<file path="src/rtl/dpa_pkg.sv">
// Package for the dining-philosophers ring arbiter.
// Holds field widths, command and result codes, controller states and the
// command/status structs that join the controller and datapath.
`default_nettype none

package dpa_pkg;

   // Field widths of the request and response beats
   localparam int CMD_W  = 2;
   localparam int SEAT_W = 4;
   localparam int KIND_W = 2;
   localparam int OCC_W  = 5;

   // Ring configuration
   localparam int MAX_SEATS_DEFAULT = 16;
   localparam int MIN_REMOVE_INDEX  = 2;
   localparam int INITIAL_SEATS     = 5;

   typedef enum logic [CMD_W-1:0] {
      CMD_REQUEST = 2'd0,
      CMD_RELEASE = 2'd1,
      CMD_ADD     = 2'd2,
      CMD_REMOVE  = 2'd3
   } cmd_type;

   typedef enum logic [KIND_W-1:0] {
      KIND_GRANT = 2'd0,
      KIND_DONE  = 2'd1,
      KIND_ERROR = 2'd2
   } kind_type;

   typedef enum logic [1:0] {
      ST_THINK = 2'd0,
      ST_EAT   = 2'd1,
      ST_WAIT  = 2'd2
   } seat_state_type;

   typedef enum logic [3:0] {
      S_IDLE,
      S_DECODE,
      S_REMOVE,
      S_CHK0,
      S_CHK1,
      S_CHK2,
      S_ERROR,
      S_EMIT0,
      S_EMIT1
   } state_type;

   // Seat to load into the check register
   typedef enum logic [2:0] {
      CHK_SEAT,
      CHK_LEFT,
      CHK_RIGHT,
      CHK_BELOW_LAST,
      CHK_ZERO
   } chk_src_type;

   // Address for the second memory read port
   typedef enum logic [1:0] {
      RD_LEFT,
      RD_RIGHT,
      RD_LAST
   } rd_src_type;

   // Address for the memory write port
   typedef enum logic [1:0] {
      WR_SEAT,
      WR_CHK,
      WR_COUNT,
      WR_LAST
   } wr_src_type;

   typedef enum logic [1:0] {
      RSP_ERROR,
      RSP_FIRST,
      RSP_SECOND
   } rsp_src_type;

   typedef struct packed {
      logic           req_load;
      logic           chk_load;
      chk_src_type    chk_src;
      rd_src_type     rd_src;
      logic           hold_chk;
      logic           wr_en;
      wr_src_type     wr_src;
      seat_state_type wr_data;
      logic           cnt_inc;
      logic           cnt_dec;
      logic           grant_clr;
      logic           grant_push;
      logic           rsp_load;
      rsp_src_type    rsp_src;
   } ctl_type;

   typedef struct packed {
      cmd_type cmd;
      logic    seat_err;
      logic    add_full;
      logic    rmv_few;
      logic    last_eats;
      logic    grant_ok;
      logic    two_grants;
      logic    rsp_room;
   } sts_type;

endpackage

`default_nettype wire

</file>
<file path="src/rtl/dpa_datapath.sv">
// Datapath of the ring arbiter: seat-state memory, seat count, check and
// grant registers and the response output register. Depends on dpa_pkg.
`default_nettype none

module dpa_datapath #(
   parameter int MAX_SEATS = dpa_pkg::MAX_SEATS_DEFAULT
) (
   input  logic                       clock,
   input  logic                       reset,
   input  logic [dpa_pkg::CMD_W-1:0]  req_command,
   input  logic [dpa_pkg::SEAT_W-1:0] req_seat,
   input  dpa_pkg::ctl_type           ctl,
   output dpa_pkg::sts_type           sts,
   output logic                       rsp_valid,
   input  logic                       rsp_stall,
   output logic [dpa_pkg::KIND_W-1:0] rsp_kind,
   output logic [dpa_pkg::SEAT_W-1:0] rsp_granted_seat,
   output logic [dpa_pkg::OCC_W-1:0]  rsp_occupancy,
   output logic                       rsp_last
);
   import dpa_pkg::*;

   localparam int IW = (MAX_SEATS > 1) ? $clog2(MAX_SEATS) : 1;
   localparam int CW = $clog2(MAX_SEATS + 1);
   localparam int XW = ((CW > SEAT_W) ? CW : SEAT_W) + 1;
   localparam int INIT_CNT = (INITIAL_SEATS > MAX_SEATS) ? MAX_SEATS : INITIAL_SEATS;

   cmd_type             cmd_ff;
   logic [SEAT_W-1:0]   seat_ff;
   logic [CW-1:0]       count_ff;
   logic [IW-1:0]       chk_ff;
   logic [IW-1:0]       chk_in;
   logic                chk_wait_ff;
   logic                left_eat_ff;
   logic [IW-1:0]       g0_ff;
   logic [IW-1:0]       g1_ff;
   logic [1:0]          ngr_ff;
   seat_state_type      mem [MAX_SEATS];
   logic [MAX_SEATS-1:0] valid_ff;
   seat_state_type      rd0_ff;
   seat_state_type      rd1_ff;
   logic [IW-1:0]       rd_addr;
   logic [IW-1:0]       wr_addr;
   logic                rsp_valid_ff;
   kind_type            rsp_kind_ff;
   logic [IW-1:0]       rsp_seat_ff;
   logic [OCC_W-1:0]    rsp_occ_ff;
   logic                rsp_last_ff;
   logic [XW-1:0]       count_x;
   logic [XW-1:0]       seat_x;
   logic [XW-1:0]       chk_x;

   function automatic logic [XW-1:0] left_of(input logic [XW-1:0] s, input logic [XW-1:0] n);
      return (s == '0) ? n - XW'(1) : s - XW'(1);
   endfunction

   function automatic logic [XW-1:0] right_of(input logic [XW-1:0] s, input logic [XW-1:0] n);
      return (s + XW'(1) >= n) ? '0 : s + XW'(1);
   endfunction

   assign count_x = XW'(count_ff);
   assign seat_x  = XW'(seat_ff);
   assign chk_x   = XW'(chk_ff);

   // Status toward the controller
   assign sts.cmd        = cmd_ff;
   assign sts.seat_err   = seat_x >= count_x;
   assign sts.add_full   = count_x >= XW'(MAX_SEATS);
   assign sts.rmv_few    = count_x < XW'(MIN_REMOVE_INDEX + 1);
   assign sts.last_eats  = rd1_ff == ST_EAT;
   assign sts.grant_ok   = chk_wait_ff && !left_eat_ff && (rd1_ff != ST_EAT);
   assign sts.two_grants = ngr_ff == 2'd2;
   assign sts.rsp_room   = !rsp_valid_ff || !rsp_stall;

   always_comb begin
      unique case (ctl.chk_src)
         CHK_SEAT:       chk_in = IW'(seat_ff);
         CHK_LEFT:       chk_in = IW'(left_of(seat_x, count_x));
         CHK_RIGHT:      chk_in = IW'(right_of(seat_x, count_x));
         CHK_BELOW_LAST: chk_in = IW'(count_x - XW'(2));
         default:        chk_in = '0;
      endcase
   end

   always_comb begin
      unique case (ctl.rd_src)
         RD_LEFT:  rd_addr = IW'(left_of(chk_x, count_x));
         RD_RIGHT: rd_addr = IW'(right_of(chk_x, count_x));
         default:  rd_addr = IW'(count_x - XW'(1));
      endcase
   end

   always_comb begin
      unique case (ctl.wr_src)
         WR_SEAT:  wr_addr = IW'(seat_ff);
         WR_CHK:   wr_addr = chk_ff;
         WR_COUNT: wr_addr = IW'(count_ff);
         default:  wr_addr = IW'(count_x - XW'(1));
      endcase
   end

   // Seat-state memory; entries never written since reset read as thinking
   always_ff @(posedge clock) begin
      if (ctl.wr_en) begin
         mem[wr_addr] <= ctl.wr_data;
      end
      rd0_ff <= valid_ff[chk_ff]  ? mem[chk_ff]  : ST_THINK;
      rd1_ff <= valid_ff[rd_addr] ? mem[rd_addr] : ST_THINK;
   end

   always_ff @(posedge clock) begin
      if (reset) begin
         valid_ff <= '0;
      end else if (ctl.wr_en) begin
         valid_ff[wr_addr] <= 1'b1;
      end
   end

   always_ff @(posedge clock) begin
      if (reset) begin
         count_ff <= CW'(INIT_CNT);
         ngr_ff   <= '0;
      end else begin
         if (ctl.cnt_inc) begin
            count_ff <= count_ff + CW'(1);
         end else if (ctl.cnt_dec) begin
            count_ff <= count_ff - CW'(1);
         end
         if (ctl.grant_clr) begin
            ngr_ff <= '0;
         end else if (ctl.grant_push) begin
            ngr_ff <= ngr_ff + 2'd1;
         end
      end
   end

   always_ff @(posedge clock) begin
      if (ctl.req_load) begin
         cmd_ff  <= cmd_type'(req_command);
         seat_ff <= req_seat;
      end
      if (ctl.chk_load) begin
         chk_ff <= chk_in;
      end
      if (ctl.hold_chk) begin
         chk_wait_ff <= rd0_ff == ST_WAIT;
         left_eat_ff <= rd1_ff == ST_EAT;
      end
      if (ctl.grant_push) begin
         if (ngr_ff == 2'd0) begin
            g0_ff <= chk_ff;
         end else begin
            g1_ff <= chk_ff;
         end
      end
   end

   // Response register: take a new beat only when the old one is gone
   always_ff @(posedge clock) begin
      if (reset) begin
         rsp_valid_ff <= 1'b0;
      end else if (ctl.rsp_load) begin
         rsp_valid_ff <= 1'b1;
      end else if (!rsp_stall) begin
         rsp_valid_ff <= 1'b0;
      end
   end

   always_ff @(posedge clock) begin
      if (ctl.rsp_load) begin
         // hold the count with the beat; the next command may move it
         rsp_occ_ff <= OCC_W'(count_ff);
         case (ctl.rsp_src)
            RSP_FIRST: begin
               if (ngr_ff == 2'd0) begin
                  rsp_kind_ff <= KIND_DONE;
                  rsp_seat_ff <= '0;
                  rsp_last_ff <= 1'b1;
               end else begin
                  rsp_kind_ff <= KIND_GRANT;
                  rsp_seat_ff <= g0_ff;
                  rsp_last_ff <= ngr_ff == 2'd1;
               end
            end
            RSP_SECOND: begin
               rsp_kind_ff <= KIND_GRANT;
               rsp_seat_ff <= g1_ff;
               rsp_last_ff <= 1'b1;
            end
            default: begin
               rsp_kind_ff <= KIND_ERROR;
               rsp_seat_ff <= '0;
               rsp_last_ff <= 1'b1;
            end
         endcase
      end
   end

   assign rsp_valid        = rsp_valid_ff;
   assign rsp_kind         = rsp_kind_ff;
   assign rsp_granted_seat = SEAT_W'(rsp_seat_ff);
   assign rsp_occupancy    = rsp_occ_ff;
   assign rsp_last         = rsp_last_ff;

   a_grant_count : assert property (@(posedge clock) disable iff (reset)
      ngr_ff != 2'd3)
      else $error("more than two grants recorded for one command");

   a_wr_range : assert property (@(posedge clock) disable iff (reset)
      ctl.wr_en |-> (XW'(wr_addr) < XW'(MAX_SEATS)))
      else $error("seat-state write beyond the ring");

   a_count_range : assert property (@(posedge clock) disable iff (reset)
      count_x <= XW'(MAX_SEATS))
      else $error("seat count above its maximum");

   a_no_overwrite : assert property (@(posedge clock) disable iff (reset)
      ctl.rsp_load |-> sts.rsp_room)
      else $error("response beat loaded over one not yet taken");

endmodule

`default_nettype wire

</file>
<file path="src/rtl/dpa_controller.sv">
// Controller of the ring arbiter: sequences decode, memory reads, neighbor
// checks and response beats. Depends on dpa_pkg.
`default_nettype none

module dpa_controller (
   input  logic             clock,
   input  logic             reset,
   input  logic             req_valid,
   output logic             req_stall,
   input  dpa_pkg::sts_type sts,
   output dpa_pkg::ctl_type ctl
);
   import dpa_pkg::*;

   state_type state_ff;
   state_type state_in;
   logic      second_ff;
   logic      second_in;

   always_ff @(posedge clock) begin
      if (reset) begin
         state_ff  <= S_IDLE;
         second_ff <= 1'b0;
      end else begin
         state_ff  <= state_in;
         second_ff <= second_in;
      end
   end

   always_comb begin
      ctl       = '0;
      state_in  = state_ff;
      second_in = second_ff;
      req_stall = state_ff != S_IDLE;
      unique case (state_ff)
         S_IDLE: begin
            if (req_valid) begin
               ctl.req_load  = 1'b1;
               ctl.grant_clr = 1'b1;
               state_in      = S_DECODE;
            end
         end
         S_DECODE: begin
            // prefetch the last seat for a remove
            ctl.rd_src = RD_LAST;
            unique case (sts.cmd)
               CMD_REQUEST: begin
                  if (sts.seat_err) begin
                     state_in = S_ERROR;
                  end else begin
                     ctl.wr_en    = 1'b1;
                     ctl.wr_src   = WR_SEAT;
                     ctl.wr_data  = ST_WAIT;
                     ctl.chk_load = 1'b1;
                     ctl.chk_src  = CHK_SEAT;
                     second_in    = 1'b0;
                     state_in     = S_CHK0;
                  end
               end
               CMD_RELEASE: begin
                  if (sts.seat_err) begin
                     state_in = S_ERROR;
                  end else begin
                     ctl.wr_en    = 1'b1;
                     ctl.wr_src   = WR_SEAT;
                     ctl.wr_data  = ST_THINK;
                     ctl.chk_load = 1'b1;
                     ctl.chk_src  = CHK_LEFT;
                     second_in    = 1'b1;
                     state_in     = S_CHK0;
                  end
               end
               CMD_ADD: begin
                  if (sts.add_full) begin
                     state_in = S_ERROR;
                  end else begin
                     ctl.wr_en   = 1'b1;
                     ctl.wr_src  = WR_COUNT;
                     ctl.wr_data = ST_THINK;
                     ctl.cnt_inc = 1'b1;
                     state_in    = S_EMIT0;
                  end
               end
               default: begin
                  if (sts.rmv_few) begin
                     state_in = S_ERROR;
                  end else begin
                     state_in = S_REMOVE;
                  end
               end
            endcase
         end
         S_REMOVE: begin
            ctl.wr_en   = 1'b1;
            ctl.wr_src  = WR_LAST;
            ctl.wr_data = ST_THINK;
            ctl.cnt_dec = 1'b1;
            if (sts.last_eats) begin
               ctl.chk_load = 1'b1;
               ctl.chk_src  = CHK_BELOW_LAST;
               second_in    = 1'b1;
               state_in     = S_CHK0;
            end else begin
               state_in = S_EMIT0;
            end
         end
         S_CHK0: begin
            ctl.rd_src = RD_LEFT;
            state_in   = S_CHK1;
         end
         S_CHK1: begin
            ctl.hold_chk = 1'b1;
            ctl.rd_src   = RD_RIGHT;
            state_in     = S_CHK2;
         end
         S_CHK2: begin
            if (sts.grant_ok) begin
               ctl.wr_en      = 1'b1;
               ctl.wr_src     = WR_CHK;
               ctl.wr_data    = ST_EAT;
               ctl.grant_push = 1'b1;
            end
            if (second_ff) begin
               second_in    = 1'b0;
               ctl.chk_load = 1'b1;
               ctl.chk_src  = (sts.cmd == CMD_RELEASE) ? CHK_RIGHT : CHK_ZERO;
               state_in     = S_CHK0;
            end else begin
               state_in = S_EMIT0;
            end
         end
         S_ERROR: begin
            if (sts.rsp_room) begin
               ctl.rsp_load = 1'b1;
               ctl.rsp_src  = RSP_ERROR;
               state_in     = S_IDLE;
            end
         end
         S_EMIT0: begin
            if (sts.rsp_room) begin
               ctl.rsp_load = 1'b1;
               ctl.rsp_src  = RSP_FIRST;
               state_in     = sts.two_grants ? S_EMIT1 : S_IDLE;
            end
         end
         S_EMIT1: begin
            if (sts.rsp_room) begin
               ctl.rsp_load = 1'b1;
               ctl.rsp_src  = RSP_SECOND;
               state_in     = S_IDLE;
            end
         end
         default: begin
            state_in = S_IDLE;
         end
      endcase
   end

endmodule

`default_nettype wire

</file>
<file path="src/rtl/dining_philosophers_arbiter_core.sv">
// Top level of the dining-philosophers ring arbiter.
// Joins dpa_controller and dpa_datapath; depends on dpa_pkg.
//
//   channel | direction | handshake          | beat contents
//   req_    | in        | req_valid/stall    | command, seat
//   rsp_    | out       | rsp_valid/stall    | kind, granted_seat, occupancy, last
//
// One command at a time. Errors and add go from accept to the response beat
// with no neighbor check; a remove passes through its remove state; a request
// makes one neighbor check; a release and a remove with re-checks make two.
// A second grant adds one beat. The check time is set by the seat-state memory:
// one write port and two registered read ports, three reads per neighbor check.
// Synchronous reset restores the initial seat count and marks all seats thinking.
// rsp_stall holds the controller in error/emit states; req_stall is high while busy.
`default_nettype none

module dining_philosophers_arbiter_core #(
   parameter int MAX_SEATS = dpa_pkg::MAX_SEATS_DEFAULT
) (
   input  logic                       clock,
   input  logic                       reset,
   input  logic                       req_valid,
   output logic                       req_stall,
   input  logic [dpa_pkg::CMD_W-1:0]  req_command,
   input  logic [dpa_pkg::SEAT_W-1:0] req_seat,
   output logic                       rsp_valid,
   input  logic                       rsp_stall,
   output logic [dpa_pkg::KIND_W-1:0] rsp_kind,
   output logic [dpa_pkg::SEAT_W-1:0] rsp_granted_seat,
   output logic [dpa_pkg::OCC_W-1:0]  rsp_occupancy,
   output logic                       rsp_last
);
   import dpa_pkg::*;

   ctl_type ctl;
   sts_type sts;

   dpa_controller u_controller (
      .clock     (clock),
      .reset     (reset),
      .req_valid (req_valid),
      .req_stall (req_stall),
      .sts       (sts),
      .ctl       (ctl)
   );

   dpa_datapath #(
      .MAX_SEATS (MAX_SEATS)
   ) u_datapath (
      .clock            (clock),
      .reset            (reset),
      .req_command      (req_command),
      .req_seat         (req_seat),
      .ctl              (ctl),
      .sts              (sts),
      .rsp_valid        (rsp_valid),
      .rsp_stall        (rsp_stall),
      .rsp_kind         (rsp_kind),
      .rsp_granted_seat (rsp_granted_seat),
      .rsp_occupancy    (rsp_occupancy),
      .rsp_last         (rsp_last)
   );

endmodule

`default_nettype wire
</file>
<file path="config.mk">
export PLATFORM = sky130hd
export DESIGN_NAME = dining_philosophers_arbiter_core
export DESIGN_NICKNAME = d
export VERILOG_FILES = /design/src/rtl/dpa_pkg.sv /design/src/rtl/dpa_datapath.sv /design/src/rtl/dpa_controller.sv /design/src/rtl/dining_philosophers_arbiter_core.sv
export SDC_FILE = /design/constraint.sdc
export NUM_CORES = 1
export LEC_CHECK = 0
export ABC_AREA = 1
export CAP_MARGIN = 15
export CELL_PAD_IN_SITES_DETAIL_PLACEMENT = 1
export CELL_PAD_IN_SITES_GLOBAL_PLACEMENT = 2
export CORE_MARGIN = 2
export CORE_UTILIZATION = 35
export DETAILED_ROUTE_END_ITERATION = 8
export DONT_BUFFER_PORTS = 1
export PLACE_DENSITY_LB_ADDON = 0.1
export SLEW_MARGIN = 20
export SYNTH_ARGS = -nofsm -noshare
export SYNTH_HDL_FRONTEND = slang
export SYNTH_SLANG_ARGS = --single-unit
export TNS_END_PERCENT = 50
</file>
<file path="constraint.sdc">
create_clock -name clock -period 2.9 [get_ports clock]
set_input_delay 0.145 -clock clock [delete_from_list [all_inputs] [get_ports clock]]
set_output_delay 0.145 -clock clock [all_outputs]
set_load 0.1 [all_outputs]
</file>
# [Word-level counts from Yosys, hierarchy flattened]
# Memories as Yosys holds them, arrays and structs flattened. A register that Yosys moved wholly into a read port is not among the register bits.
# Cells that the tools add are included.
[word_totals] regBits=61 ramBits=32 inputBits=10 out_inout_bits=14 word_cells=163 mem_count=1
[op_classes] n_addsub=9 magnitude_cmp=9 n_eq_ne=31 mux=65 bitwise_logic=3 reduce_logical=28
[mem_list] memory="u_datapath.mem" words=16 width=2 read_ports=2 rd_ports_with_merged_regs=2 write_ports=1 line_no="dpa_datapath.sv:38" rtl="seat_state_type mem [MAX_SEATS];"
[ops] operator="4-bit two-way mux" count=13
[ops] operator="4-bit case mux with 2 select lines" count=4
[ops] operator="4-bit case mux with 8 select lines" count=1
[ops] operator="5-bit case mux with 3 select lines" count=2
[ops] operator="5-bit two-way mux" count=5
[ops] operator="3-bit two-way mux" count=8
[ops] operator="4-bit case mux with 3 select lines" count=2
[ops] operator="1-bit two-way mux" count=20
[ops] operator="4-bit by 3-bit == test with 1-bit output (second input constant)" count=4
[ops] operator="16-bit OR" count=1
[ops] operator="4-bit case mux with 4 select lines" count=1
[ops] operator="4-bit by 5-bit < comparator with 1-bit output (second input constant)" count=3
[ops] operator="2-bit by 1-bit == test with 1-bit output (second input constant)" count=6
[ops] operator="6-bit zero test" count=2
[ops] operator="4-bit by 1-bit subtractor with 4-bit output (second input constant)" count=3
[ops] operator="4-bit by 1-bit adder with 5-bit output (second input constant)" count=2
[ops] operator="2-bit == test (second input constant)" count=5
[ops] operator="5-bit >= comparator" count=2
[ops] operator="3-bit case mux with 3 select lines" count=1
[ops] operator="1-bit binary-select mux with 4-bit select" count=2
[ops] operator="4-bit by 2-bit == test with 1-bit output (second input constant)" count=2
[ops] operator="2-bit zero test" count=4
[ops] operator="2-bit case mux with 2 select lines" count=2
[ops] operator="2-bit OR reduction" count=4
[ops] operator="32 further kinds" count=46

# [Depth between registers and ports, before layout]
[depth] depth_word=12 depth_mapped=21 mapped_depth_nobuf=19

# [Modules after synthesis]
# A second synthesis with hierarchy kept.
[unflattened] cells_unflattened=741 area_unflattened_um2=5851.9
[by_module_without_submodules] mod="dpa_datapath" n_inst=1 cells_each=642 area_per_inst_um2=5345.1 seq_area_each_um2=2482.4
[by_module_without_submodules] mod="dpa_controller" n_inst=1 cells_each=99 area_per_inst_um2=506.7 seq_area_each_um2=100.1

# [Worst setup path before layout]
# No wires, ideal clock.
[synth_path] path_kind="reg-to-reg" from="reg u_datapath.chk_ff[0]" to="reg u_datapath.rd1_ff[0] (read register of u_datapath.mem)" setup_time_ns=0.109 arrival_ns=2.620 t_required_ns=2.791 slack_ns=0.171 path_stages_with_launch=19 n_path_buf=3 path_cell_list="edfxtp_1 > buf_2 > clkinv_1 > clkbuf_1 > ha_1 > ha_1 > nand2_1 > nand3b_1 > nand3_2 > nand2_2 > nand2_4 > buf_2 > nand3_1 > nand3_1 > nand3_1 > nand3_1 > nand2_1 > nand2_1 > inv_1"
[synth_between] elab_chain_len=7
[synth_lines] item="start: declaration" line_no="dpa_datapath.sv:31" rtl="logic [IW-1:0] chk_ff;"
[synth_lines] item="start signal: assignment" line_no="dpa_datapath.sv:143" rtl="chk_ff <= chk_in;"
[synth_lines] item="4-bit by 1-bit adder with 5-bit output" line_no="dpa_datapath.sv:58" rtl="return (s + XW'(1) >= n) ? '0 : s + XW'(1);"
[synth_lines] item="5-bit >= comparator" line_no="dpa_datapath.sv:58"
[synth_lines] item="4-bit two-way mux" line_no="dpa_datapath.sv:58"
[synth_lines] item="4-bit case mux with 2 select lines (*)" line_no="dpa_datapath.sv:86" rtl="unique case (ctl.rd_src)"
[synth_lines] item="1-bit binary-select mux with 4-bit select" line_no="dpa_datapath.sv:108" rtl="rd1_ff <= valid_ff[rd_addr] ? mem[rd_addr] : ST_THINK;"
[synth_lines] item="1-bit two-way mux (implied by the code)" line_no="dpa_datapath.sv:108"
[synth_lines] item="1-bit zero test (no line)"
[synth_lines] item="end: declaration" line_no="dpa_datapath.sv:41" rtl="seat_state_type rd1_ff;"
# Every way passes the cells marked *; elsewhere a longest branch is shown, timed or not. The select of a mux whose other input is x is not followed.
# A chain may end at the register's enable or synchronous reset.

# [Worst setup path in the final report]
[layout_path] from="reg u_datapath.count_ff[3]" to="mem u_datapath.mem[12][1] in the netlist's numbering (enable)"
[layout_between] elab_chain_len=6
[layout_lines] item="start: declaration" line_no="dpa_datapath.sv:30" rtl="logic [CW-1:0] count_ff;"
[layout_lines] item="start signal: assignment" line_no="dpa_datapath.sv:121" rtl="count_ff <= CW'(INIT_CNT);"
[layout_lines] item="start signal: assignment" line_no="dpa_datapath.sv:125" rtl="count_ff <= count_ff + CW'(1);"
[layout_lines] item="start signal: assignment" line_no="dpa_datapath.sv:127" rtl="count_ff <= count_ff - CW'(1);"
[layout_lines] item="5-bit >= comparator or 4-bit by 5-bit >= comparator with 1-bit output (tied branches)" line_no="dpa_datapath.sv:68, dpa_datapath.sv:67"
[layout_lines] item="6-bit two-way mux (tied with other cells)" line_no="dpa_controller.sv:74" rtl="if (sts.add_full) begin"
[layout_lines] item="5-bit case mux with 3 select lines" line_no="dpa_controller.sv:46" rtl="unique case (sts.cmd)"
[layout_lines] item="5-bit case mux with 3 select lines" line_no="dpa_controller.sv:35" rtl="unique case (state_ff)"
[layout_lines] item="2-bit == test (tied with other cells)" line_no="dpa_datapath.sv:94" rtl="unique case (ctl.wr_src)"
[layout_lines] item="4-bit case mux with 3 select lines or 1-bit two-way mux (tied branches)" line_no="dpa_datapath.sv:94, dpa_datapath.sv:105"
[layout_lines] item="end: declaration" line_no="dpa_datapath.sv:38"
# Parallel ways exist; a longest one is shown, timed or not.

==> metrics.md <==
| Metric | Value |
|---|---|
| Status | `completed` |
| Startpoint Class | `register` |
| Worst path cell trace | `clkinvlp_4, ha_1, inv_1, nor2_1, a22oi_1, nand4_1, or2_2, nand2_2, nor2_1, nor2_2, nand2_1, inv_1` |
| Highest layer used for signal routing | `met4` |
| Total CTS buffers | `9` |
| Routed wl met3 | `714 um` |
| Crit Path Category | `register to register` |
| Initial antenna violation count | `0` |
| Vias per std cell | `5.11` |
| RSZ-0062 raised after global routing | `no` |
| Clock transition at the registers of the reported paths | `approximately 0.070 ns` |
| CP required | `~3.0 ns` |
| Fill count | `approximately 2,000` |
| Initial Utilization | `between 30% and 40%` |
| Leak | `roughly 3.0 nW` |
| Post-Syn Nets | `between 700 and 800` |
| Peak fanout along the critical path | `6` |
| Period utilisation layout | `a little over nine tenths` |
| Final Setup Violations | `0` |
| Vias in the first global route | `~5,300` |
| Clock Skew | `0.0101 ns` |
| Mapped cell area | `roughly 6000 sq um` |
| Area grow syn2layout | `14.8%` |
| Slew Limit Fails | `0` |
| Post-DP HPWL | `about 14 mm` |
| Arr. time, crit path | `between 2 and 3 ns` |
| Slowest CP cell | `dfxtp_4` |
| Die area | `about 18,000 sq um` |
| Cell Count Post-Placement | `about 950` |
| H-tree Lvls | `3` |
| Largest net degree at the start of global routing | `28` |
| Clock sink count | `97` |
| DR WL met2 | `slightly above 8 mm` |
| VDD IR max | `360 uV` |
| GR Util All Layers | `21.6%` |
| Routed via count | `between 5,000 and 6,000` |
| Number of synthesized flops with an enable pin | `between 60 and 70` |
| Top FF cell, synth | `edfxtp_1` |
| Worst-Margin Slew | `0.990 ns` |
| Mean post-synth cell area | `approximately 8.1 sq um` |
| Number of diodes | `0` |
| Min-Delay Path Class | `primary input to register` |
| Layout cell share with drive strength beyond 1 | `around 14%` |
| Final worst slack | `~0.15 ns` |
| Drt initial violations | `234` |
| Pwr Total | `6.69 mW` |
| Fmax | `about 0.36 GHz` |
| # nets final | `approximately 800` |
| Post-place setup slack | `-0.0890 ns` |
| Die height | `133 um` |
| Yosys warning count | `0` |
| Worst-skew pair later-pin latency | `between 0.3 and 0.4 ns` |
| Tmin final | `2.75 ns` |
| Die Wd | `between 100 and 150 um` |
| Row cnt | `47` |
| First-pass GRT wire length | `approximately 30 mm` |
| Sequential Area | `between 2000 and 3000 sq um` |
| CTS Buffer Depth | `2` |
| Clock Root Buffer | `clkbuf_16` |
| Ys async rst share | `0%` |
| Flop-to-flop setup slack | `around 0.15 ns` |
| Wire per inst | `18.8 um` |
| Cells after synthesis | `720` |
| # IOs | `24` |
| Post-synth cell types | `48` |
| #FFs+latches synth | `97` |
| Sequential area share after synthesis | `44.1%` |
| Util after Layout | `between 40% and 50%` |
| Routed Antenna Nets | `0` |
| Area occupied by multi-input gates | `around 2700 sq um` |
| TritonRoute pass-1 iters | `4` |
| PD cells | `between 900 and 1000 nW/um^2` |
| Max-Cap Viols | `0` |
| Endpoints failing hold | `0` |
| Final WL | `18.4 mm` |
| Final TNS setup | `0 ns` |
| Met1 Routed Length | `9.36 mm` |
| Max transition margin | `between 30% and 40%` |
| Filler-free cell count of the finished design | `~980` |
| GPL Wtd Cong | `about 0.82` |
| Biggest cell delay along the critical path | `0.41 ns` |
| CTS tree | `built` |
| GRT overflow | `0` |
| Residual DRC | `0` |
| PortBufs | `0` |
| CORE AREA | `16,500 sq um` |
| Worst Setup End Kind | `register` |
-- logic make-up after synthesis --
| logic type | after synthesis | synth area share (%) |
|---|---|---|
| xor gates and xnor gates | 9 | 1.35 |
| and+or+nand+nor | 318 | 25.5 |
| buffers and inverters | 144 | 9.86 |
| DFF | 97 | 44.1 |
| adders and majority gates | 32 | 6.97 |
| AOI/OAI and AO/OA | 120 | 12.2 |
-- flip-flops by register name, summed over array words and instances (netlist names), 2 cells and up --
register and cells:
u_datapath.g1_ff 4, u_datapath.chk_ff 4, u_datapath.rd1_ff 2, u_datapath.rsp_granted_seat 4, u_datapath.count_ff 5, u_datapath.seat_ff 4, u_datapath.valid_ff 16, u_datapath.cmd_ff 2
u_datapath.mem 32, u_datapath.g0_ff 4, u_controller.state_ff 4, u_datapath.rd0_ff 2, u_datapath.ngr_ff 2, u_datapath.rsp_occupancy 5, u_datapath.rsp_kind 2
-- worst paths after layout --
path	cells past startpoint	endpoint	from
max	12	u_datapath.mem[12][1]	u_datapath.count_ff[3]
min	2	u_datapath.count_ff[0]	reset
max reg2reg	12	u_datapath.mem[12][1]	u_datapath.count_ff[3]
min reg2reg	2	u_datapath.valid_ff[13]	u_datapath.valid_ff[13]
-- synth_stat cells, types with 9 or more instances --
| cell | instances | area share, % |
|---|---|---|
| nand2_2 | 9 | 0.96 |
| o21ai_0 | 38 | 3.2 |
| nand2_1 | 142 | 9.1 |
| nand3_1 | 80 | 6.8 |
| edfxtp_1 | 64 | 33 |
| clkbuf_1 | 9 | 0.58 |
| ha_1 | 31 | 6.6 |
| o211ai_1 | 9 | 1.2 |
| a21oi_1 | 51 | 4.4 |
| inv_1 | 113 | 7.2 |
| dfxtp_1 | 33 | 11 |
| nor2_1 | 46 | 3.0 |
-- where the power goes --
part / leakage, nW / switching [mW] / internal [mW]
logic: 1.98 / 2.29 / 1.17
clock network: 0.156 / 0.536 / 0.744
registers: 0.839 / 0.243 / 1.71
-- layout make-up --
class                           instances  share of cell area, %
Clock buffer                           13                   4.02
Clock inverter                          3                  0.708
Inverter                              123                   7.06
Multi-Input combinational cell        479                   40.1
Sequential cell                        97                   38.5
Tap cell                              220                   4.10
Timing Repair Buffer                   47                   5.51
-- cells in the final DEF (no fill, tap or decap), types with 2 or more instances in the layout --
cell,n
o21ai_0,38
o21bai_1,2
xor2_1,6
clkbuf_8,3
o211ai_1,9
xnor2_1,3
nand2_2,10
or2_2,3
nor2_1,46
ha_1,31
dfxtp_1,32
inv_1,110
inv_4,2
nor3b_1,3
nor2_4,4
a211oi_1,2
a31oi_1,4
clkinv_1,3
nand4_1,5
clkinvlp_4,2
edfxtp_1,64
dlygate4sd3_1,7
nand3b_1,3
nand2_1,141
clkinv_4,2
buf_4,40
nand3_2,2
clkbuf_16,9
nand2_4,5
nand3_1,80
nor3_1,7
nor2_2,6
o2111ai_1,2
inv_2,6
a21oi_1,51
o221ai_1,3
-- routing by layer --
layer / GRT usage (%) / vias to the layer above
met3: 2.89 / 15
met5: 0 / -
met4: 6.03 / 0
met2: 33.2 / 78
met1: 32.0 / 2474
li1: - / 2451
-- through the flow --
step,hold WS [ns],cell area (sq um)
finish,0.0433,6720
global route,0.0507,6720
CTS,0.0308,6650
detailed placement,0.218,6260
global placement,0.216,6260
floorplan,0.214,5850
-- timing repair --
item                                    CTS  global route
pin swaps                                 0             2
hold endpoints to repair                 27             0
endpoints found under the setup margin   18            27
resized for setup                         1             5
hold buffers                              7             0
buffers inserted                          0             7
-- critical path: cells and delay by family, from the launching register on --
family / cells / cell delay, ns
and+or+nand+nor: 7 / 1.19
adders and majority gates: 1 / 0.34
AOI/OAI and AO/OA: 1 / 0.16
DFF: 1 / 0.41
buffers and inverters: 3 / 0.35
No activity file was read; power rests on OpenSTA's default activity.
